### src/hw/rtl/ple_pkg.sv
// ----------------------------------------------------------------------------
// ple_pkg
// shared types and constants for the positional list engine
// ----------------------------------------------------------------------------
package ple_pkg;

  localparam int LIST_DEPTH = 32;
  localparam int IDX_W      = (LIST_DEPTH > 1) ? $clog2(LIST_DEPTH) : 1;
  localparam int CNT_W      = $clog2(LIST_DEPTH + 1);
  localparam int CMP_W      = 8;
  localparam int DATA_W     = 32;
  localparam int POS_W      = 6;
  localparam int ECNT_W     = 7;

  typedef enum logic [1:0] {
    OP_INSERT = 2'd0,
    OP_DELETE = 2'd1,
    OP_READ   = 2'd2,
    OP_SEARCH = 2'd3
  } op_t;

  typedef enum logic [1:0] {
    ST_OK       = 2'd0,
    ST_FULL     = 2'd1,
    ST_RANGE    = 2'd2,
    ST_NOTFOUND = 2'd3
  } status_t;

  // command broadcast to every cell of the chain
  typedef struct packed {
    logic              ins;
    logic              del;
    logic [IDX_W-1:0]  pos;
    logic [CNT_W-1:0]  count;
    logic [DATA_W-1:0] value;
  } bcast_t;

endpackage

### src/hw/rtl/ple_cell.sv
// ----------------------------------------------------------------------------
// ple_cell
// one list slot: holds a word, shifts from either neighbor, compares a key
// ----------------------------------------------------------------------------
module ple_cell (
  input  logic                                  clk,
  input  logic                                  rst_n,
  input  logic [ple_pkg::IDX_W-1:0]             idx,
  input  ple_pkg::bcast_t                       bc,
  input  logic [ple_pkg::DATA_W-1:0]            left_data,
  input  logic [ple_pkg::DATA_W-1:0]            right_data,
  output logic [ple_pkg::DATA_W-1:0]            data,
  output logic                                  match
);
  import ple_pkg::*;

  logic [DATA_W-1:0] data_r;
  logic [DATA_W-1:0] data_nxt;

  always_comb begin
    data_nxt = data_r;
    priority if (bc.ins && (idx > bc.pos)) begin
      data_nxt = left_data;
    end else if (bc.ins && (idx == bc.pos)) begin
      data_nxt = bc.value;
    end else if (bc.del && (idx >= bc.pos)) begin
      // top cell pulls in zero, which clears the vacated slot
      data_nxt = right_data;
    end
  end

  always_ff @(posedge clk) begin
    if (!rst_n) begin
      data_r <= '0;
    end else begin
      data_r <= data_nxt;
    end
  end

  assign data  = data_r;
  assign match = (data_r == bc.value) && (CMP_W'(idx) < CMP_W'(bc.count));

endmodule

### src/hw/rtl/ple_first_match.sv
// ----------------------------------------------------------------------------
// ple_first_match
// priority encoder: lowest cell whose compare hit
// ----------------------------------------------------------------------------
module ple_first_match (
  input  logic [ple_pkg::LIST_DEPTH-1:0] match,
  output logic                           hit,
  output logic [ple_pkg::IDX_W-1:0]      first_idx
);
  import ple_pkg::*;

  always_comb begin
    first_idx = '0;
    for (int i = LIST_DEPTH - 1; i >= 0; i--) begin
      if (match[i]) begin
        first_idx = IDX_W'(i);
      end
    end
  end

  assign hit = |match;

endmodule

### src/hw/rtl/positional_list_engine.sv
// ----------------------------------------------------------------------------
// positional_list_engine
// ordered list of signed words with insert, delete, read and search
// ----------------------------------------------------------------------------
// Every request takes one clock: it is accepted when start is high (busy
// stays low), the whole row of cells shifts or compares in that same edge,
// and the single result appears on the out_ ports with out_valid for the
// next cycle only, so the receiver must take it then. A new request may be
// issued every cycle and always sees the list left by the one before. The
// list depth is set by LIST_DEPTH in ple_pkg; the search path is one
// compare per cell followed by a priority encoder across the row.
module positional_list_engine (
  input  logic                         clk,
  input  logic                         rst_n,
  input  logic                         start,
  output logic                         busy,
  input  logic [1:0]                   in_op,
  input  logic [ple_pkg::POS_W-1:0]    in_position,
  input  logic signed [31:0]           in_value,
  output logic                         out_valid,
  output logic [1:0]                   out_status,
  output logic signed [31:0]           out_read_value,
  output logic [ple_pkg::POS_W-1:0]    out_found_index,
  output logic [ple_pkg::ECNT_W-1:0]   out_element_count
);
  import ple_pkg::*;

  logic                  req;
  bcast_t                bc;
  logic [DATA_W-1:0]     cell_data [LIST_DEPTH];
  logic [LIST_DEPTH-1:0] match;
  logic                  hit;
  logic [IDX_W-1:0]      first_idx;

  logic [CNT_W-1:0]      count_r;
  logic [CNT_W-1:0]      count_nxt;
  logic                  valid_r;
  status_t               status_r;
  status_t               status_nxt;
  logic [DATA_W-1:0]     rd_r;
  logic [DATA_W-1:0]     rd_nxt;
  logic [POS_W-1:0]      fidx_r;
  logic [POS_W-1:0]      fidx_nxt;
  logic [CNT_W-1:0]      ecnt_r;

  logic [CMP_W-1:0]      pos_ext;
  logic [CMP_W-1:0]      cnt_ext;
  localparam logic [CMP_W-1:0] DEPTH_CMP = CMP_W'(LIST_DEPTH);

  assign busy    = 1'b0;
  assign req     = start && !busy;
  assign pos_ext = CMP_W'(in_position);
  assign cnt_ext = CMP_W'(count_r);

  always_comb begin
    bc.ins     = 1'b0;
    bc.del     = 1'b0;
    bc.pos     = '0;
    bc.count   = count_r;
    bc.value   = in_value;
    status_nxt = ST_OK;
    rd_nxt     = '0;
    fidx_nxt   = '0;
    count_nxt  = count_r;
    unique case (op_t'(in_op))
      OP_INSERT: begin
        if (cnt_ext == DEPTH_CMP) begin
          status_nxt = ST_FULL;
        end else if (pos_ext >= DEPTH_CMP) begin
          status_nxt = ST_RANGE;
        end else begin
          bc.ins = req;
          // position past the end appends at the current count
          bc.pos = (pos_ext < cnt_ext) ? in_position[IDX_W-1:0] : count_r[IDX_W-1:0];
          count_nxt = count_r + CNT_W'(1);
        end
      end
      OP_DELETE: begin
        if (pos_ext >= cnt_ext) begin
          status_nxt = ST_RANGE;
        end else begin
          bc.del    = req;
          bc.pos    = in_position[IDX_W-1:0];
          count_nxt = count_r - CNT_W'(1);
        end
      end
      OP_READ: begin
        if (pos_ext >= DEPTH_CMP) begin
          status_nxt = ST_RANGE;
        end else begin
          rd_nxt = cell_data[in_position[IDX_W-1:0]];
        end
      end
      OP_SEARCH: begin
        if (hit) begin
          fidx_nxt = POS_W'(first_idx);
        end else begin
          status_nxt = ST_NOTFOUND;
        end
      end
      default: begin
        status_nxt = ST_OK;
      end
    endcase
  end

  for (genvar i = 0; i < LIST_DEPTH; i++) begin : g_cell
    logic [DATA_W-1:0] left_d;
    logic [DATA_W-1:0] right_d;
    if (i == 0) begin : g_lo
      assign left_d = '0;
    end else begin : g_lo
      assign left_d = cell_data[i-1];
    end
    if (i == LIST_DEPTH - 1) begin : g_hi
      assign right_d = '0;
    end else begin : g_hi
      assign right_d = cell_data[i+1];
    end
    ple_cell u_cell (
      .clk        (clk),
      .rst_n      (rst_n),
      .idx        (IDX_W'(i)),
      .bc         (bc),
      .left_data  (left_d),
      .right_data (right_d),
      .data       (cell_data[i]),
      .match      (match[i])
    );
  end

  ple_first_match u_first (
    .match     (match),
    .hit       (hit),
    .first_idx (first_idx)
  );

  always_ff @(posedge clk) begin
    if (!rst_n) begin
      count_r <= '0;
      valid_r <= 1'b0;
    end else begin
      valid_r <= req;
      if (req) begin
        count_r <= count_nxt;
      end
    end
  end

  always_ff @(posedge clk) begin
    if (req) begin
      status_r <= status_nxt;
      rd_r     <= rd_nxt;
      fidx_r   <= fidx_nxt;
      ecnt_r   <= count_nxt;
    end
  end

  assign out_valid         = valid_r;
  assign out_status        = status_r;
  assign out_read_value    = rd_r;
  assign out_found_index   = fidx_r;
  assign out_element_count = ECNT_W'(ecnt_r);

`ifndef SYNTHESIS
  a_count_range: assert property (@(posedge clk) disable iff (!rst_n)
    CMP_W'(count_r) <= DEPTH_CMP)
    else $error("list count above depth");

  a_result_follows_req: assert property (@(posedge clk) disable iff (!rst_n)
    req |=> out_valid)
    else $error("request gave no result");

  a_result_count: assert property (@(posedge clk) disable iff (!rst_n)
    out_valid |-> (ecnt_r == count_r))
    else $error("reported count differs from held count");

  a_full_holds: assert property (@(posedge clk) disable iff (!rst_n)
    (req && (op_t'(in_op) == OP_INSERT) && (cnt_ext == DEPTH_CMP)) |=>
      ($stable(count_r) && (status_r == ST_FULL)))
    else $error("insert into full list changed the count");
`endif

endmodule
### config.mk
export PLATFORM = sky130hd
export DESIGN_NAME = positional_list_engine
export DESIGN_NICKNAME = d
export VERILOG_FILES = /design/src/hw/rtl/ple_pkg.sv /design/src/hw/rtl/ple_cell.sv /design/src/hw/rtl/ple_first_match.sv /design/src/hw/rtl/positional_list_engine.sv
export SDC_FILE = /design/constraint.sdc
export NUM_CORES = 2
export LEC_CHECK = 0
export BUFFER_PORTS_ARGS = -buffer_cell sky130_fd_sc_hd__buf_2
export CORE_MARGIN = 2
export CORE_UTILIZATION = 47
export DETAILED_ROUTE_END_ITERATION = 7
export PLACE_DENSITY = 0.68
export SLEW_MARGIN = 20
export SYNTH_ARGS = -nofsm -noshare
export SYNTH_HDL_FRONTEND = slang
export SYNTH_SLANG_ARGS = --single-unit
### constraint.sdc
create_clock -name clk -period 5 [get_ports clk]
set_input_delay 1 -clock clk [delete_from_list [all_inputs] [get_ports clk]]
set_output_delay 1 -clock clk [all_outputs]
set_load 0.05 [all_outputs]
==> results.txt <==
- Run status: finished clean
- Worst slew margin relative to its limit: 25.0%
- Synthesis inferred 1076 register bits.
* CTS Hold Buffers Added: 0
- Cell types with the highest counts after synthesis: sky130_fd_sc_hd__nand2_1, sky130_fd_sc_hd__dfxtp_1, sky130_fd_sc_hd__xor2_1
- VDD sags by at most between 300 and 400 uV.
- Chip Width: 396 um
- TritonCTS built the clock tree.
- Boundary pin count: a little over 90
* Start point of the worst hold path: g_cell[0].u_cell.data[17]
* Worst r2r dst: out_found_index[3]
- The filler cells instantiated in the layout total 14100.
- Worst Hold End: g_cell[0].u_cell.data[17]
- Routability-driven placement finished with a final weighted congestion of 1.06.
- Via count of the first global-routing pass: 67400
* Per-cell via count in the routed design: approximately 7.1
- Endpoint required time on the critical path: 5.49 ns
- Antenna viol nets, final: 0
- Reported max-cap violation count: 0
- Entering global routing, the biggest net connects about 130 pins.
- Depth of the CTS H-tree: 4
- Type of element capturing the critical path: flop
* Clock-pin slew on the worst setup and hold paths: roughly 0.060 ns
- Counting flops with an async set or reset pin after synthesis yields a share of 0%.
- RSZ-0062 raised after global routing: false
- Slack of the worst reg-to-reg path: 0.47 ns
* Number of port buffers: 88
- Min-delay worst type: flop to flop
* DIE AREA: between 150000 and 200000 um2
- Yosys warning count: 0
* Final period utilization: a little over 90%
* Mean post-synth cell area: 8.57 um2
- Post-route cell area: 80800 um2
- For this run, the top clock speed supported by timing is about 210 MHz.
* Leading area contributor after synthesis: sky130_fd_sc_hd__dfxtp_1
- For the worst-skew pair, the clock arrives at the later sink with an insertion delay of 0.80 ns.
- Count of buffers added by post-CTS timing repair for setup: 0
* CTS resizes: 0
- For this design the ratio of total power to cell area is approximately 270 nW/um2.
- Setup total negative slack: 0 ns
- Detailed-routing iteration count for the pre-antenna-repair pass: 8
- At the worst endpoint, the arrival time is 5.15 ns.
- Max Root-Sink Buffers: 3
- Relative to the synthesized area, the layout overhead comes to 11.8%.
* Synthesized area: 72300 um2
- In the synthesized netlist the dominant register cell turns out to be sky130_fd_sc_hd__dfxtp_1.
- Global routing used 43.4% of the available tracks.
* Final Hold Fails: 0
* DP Cell Count: 10100
- After the last flow step, the layout net total stands at 8232.
- Netlist cell types: 80
- HPWL reported at the end of detailed placement: around 250000 um
- Once placement finished, the instance area stood at 76500 um2.
* Post-route DRC: 0
* Worst hold slack: 0.498 ns
* Most frequent cell after synthesis: sky130_fd_sc_hd__nand2_1
* Critical path class: primary input to flop
* Number of cells in the finished layout apart from fillers: 10300
- Counting flops with a built-in enable in the synthesized netlist gives 45.
- Routed wire length per instance: 34.3 um
* Worst setup skew after layout: 0.0383 ns
- Number of antenna violations at the first check in global routing: 13
* Final core utilization: 53.0%
- The final layout contains routed wiring with a total length of 354000 um.
* Worst R2R Start: count_r[1]
* Number of design-rule violations left by the first detailed-router iteration: 12900
- The first global-routing pass estimated 502000 um of wire.
- Routed via count: roughly 73000
- Counting I/O delays and the setup requirement, the final critical path takes 4.67 ns.
- For the pin with the worst max-slew slack, the measured transition is 1.12 ns.
- Ranked by total cell area, the synthesized netlist is headed by sky130_fd_sc_hd__dfxtp_1, sky130_fd_sc_hd__mux4_2, sky130_fd_sc_hd__xor2_1, sky130_fd_sc_hd__mux2i_1, sky130_fd_sc_hd__nand2_1.
- For this run, the register share of the synthesized area comes to 30.4%.
- In the final layout, the share of cells above drive strength 1 is between 10 and 15%.
* Mapped Cells: 8433
* Cell depth of the worst hold path: 2
* Number of cells traversed by the worst register-to-register path: 12
* Overall overflow remaining after global route: 0
- Final setup violating endpoints: 0
- Clock sinks: around 1100
- CP max FO: 22
* Core footprint: between 150000 and 200000 um2
- The floorplan step set the die height to 396 um.
* P_leak: roughly 29 nW
- Placement row count: between 100 and 150
- Startpoint class of the critical path: primary input
- The number of clock buffers added by TritonCTS is 131.
* Root buffer cell: sky130_fd_sc_hd__clkbuf_16
- For this configuration, the core starts out at a cell density of 47.4%.
- Final max-slew violation count: 0
* Fraction of post-synthesis cell area in the top cell type by area: 28.5%
## power breakdown
part           internal [mW]  total [mW]  switching, mW
sequential              8.71        8.85          0.142
combinational          0.764        2.73           1.97
clock                   5.73        9.94           4.21
total                   15.2        21.5           6.32
## through the flow
step | setup WS, ns | power (mW)
global route | 0.336 | 21.8
floorplan | 0.878 | 10.5
CTS | 0.514 | 21.4
global placement | -0.259 | 11.6
detailed placement | -0.292 | 11.6
finish | 0.334 | 21.5
## flip-flops by register name, summed over array words and instances (netlist names)
name / count
count_r: 6
ecnt_r: 6
g_cell.u_cell.data: 1024
out_found_index: 5
out_read_value: 32
out_status: 2
out_valid: 1
## placed cells by master, fill, tap and decap left out, types with 165 or more instances in the layout
cell,count
sky130_fd_sc_hd__buf_4,312
sky130_fd_sc_hd__nor4_1,185
sky130_fd_sc_hd__dfxtp_1,1031
sky130_fd_sc_hd__mux4_2,320
sky130_fd_sc_hd__xnor2_1,299
sky130_fd_sc_hd__xor2_1,726
sky130_fd_sc_hd__o21ai_0,681
sky130_fd_sc_hd__nand2_1,1158
sky130_fd_sc_hd__nor2_1,418
sky130_fd_sc_hd__a21oi_1,604
sky130_fd_sc_hd__o221ai_1,165
sky130_fd_sc_hd__a22o_1,177
sky130_fd_sc_hd__a22oi_1,194
sky130_fd_sc_hd__mux2i_1,567
## critical path: stages
cell and delay (ns):
sky130_fd_sc_hd__buf_4 0.46, sky130_fd_sc_hd__buf_4 0.45, sky130_fd_sc_hd__buf_4 0.29, sky130_fd_sc_hd__xor2_1 0.09
sky130_fd_sc_hd__nor4_1 0.32, sky130_fd_sc_hd__nand4_1 0.15, sky130_fd_sc_hd__nor4_1 0.67, sky130_fd_sc_hd__buf_4 0.26
sky130_fd_sc_hd__nor2_1 0.06, sky130_fd_sc_hd__and4_1 0.16, sky130_fd_sc_hd__nor3b_1 0.18, sky130_fd_sc_hd__nand2_1 0.09
sky130_fd_sc_hd__nand3_1 0.16, sky130_fd_sc_hd__a2111oi_0 0.77
## cell families (layout without fill, tap and decap cells)
| family | after synthesis | after routing | share of synthesized area, % |
|---|---|---|---|
| AND/OR/NAND/NOR | 2117 | 2117 | 12.7 |
| XOR/XNOR | 1025 | 1025 | 12.4 |
| other | 1 | 8 | 0.00519 |
| adder cells (fa/ha/maj) | 10 | 10 | 0.173 |
| AO/OA/AOI/OAI | 2372 | 2372 | 20.9 |
| multiplexers | 920 | 920 | 18.3 |
| flip-flops | 1076 | 1076 | 30.4 |
| buffers and inverters | 912 | 761 | 5.11 |
## worst max-delay path by stage
| stage | startpoint | end | slack (ns) | depth (start not counted) |
|---|---|---|---|---|
| after floorplan | in_position[0] | g_cell[25].u_cell.data[17] | 0.88 | 15 |
| after global placement | in_value[16] | out_found_index[3] | -0.26 | 14 |
| after detailed placement | in_value[16] | out_found_index[3] | -0.29 | 14 |
| after CTS | in_value[16] | out_found_index[3] | 0.51 | 14 |
| after global routing | count_r[1] | out_found_index[1] | 0.34 | 15 |
| final | in_value[16] | out_found_index[3] | 0.33 | 14 |
## per-layer routing
metal	global-route usage [%]	vias to the layer above	share of wire (%)
met2	61.6	5943	41
met1	54.0	35500	36
met5	0	-	0.040
met3	13.7	1303	13
li1	-	30400	-
met4	34.6	22	9.7
## cell type report
type / instances / area (um2) / area share (%)
inverter: 60 / 235 / 0.291
antenna: 5 / 12.5 / 0.0155
clock buffer: 198 / 3870 / 4.79
tap: 2030 / 2540 / 3.14
timing repair buffer: 463 / 4590 / 5.68
sequential: 1076 / 22000 / 27.2
multi-input combinational: 6447 / 47200 / 58.3
clock inverter: 40 / 450 / 0.557
Power figures use the tool's default switching activity.
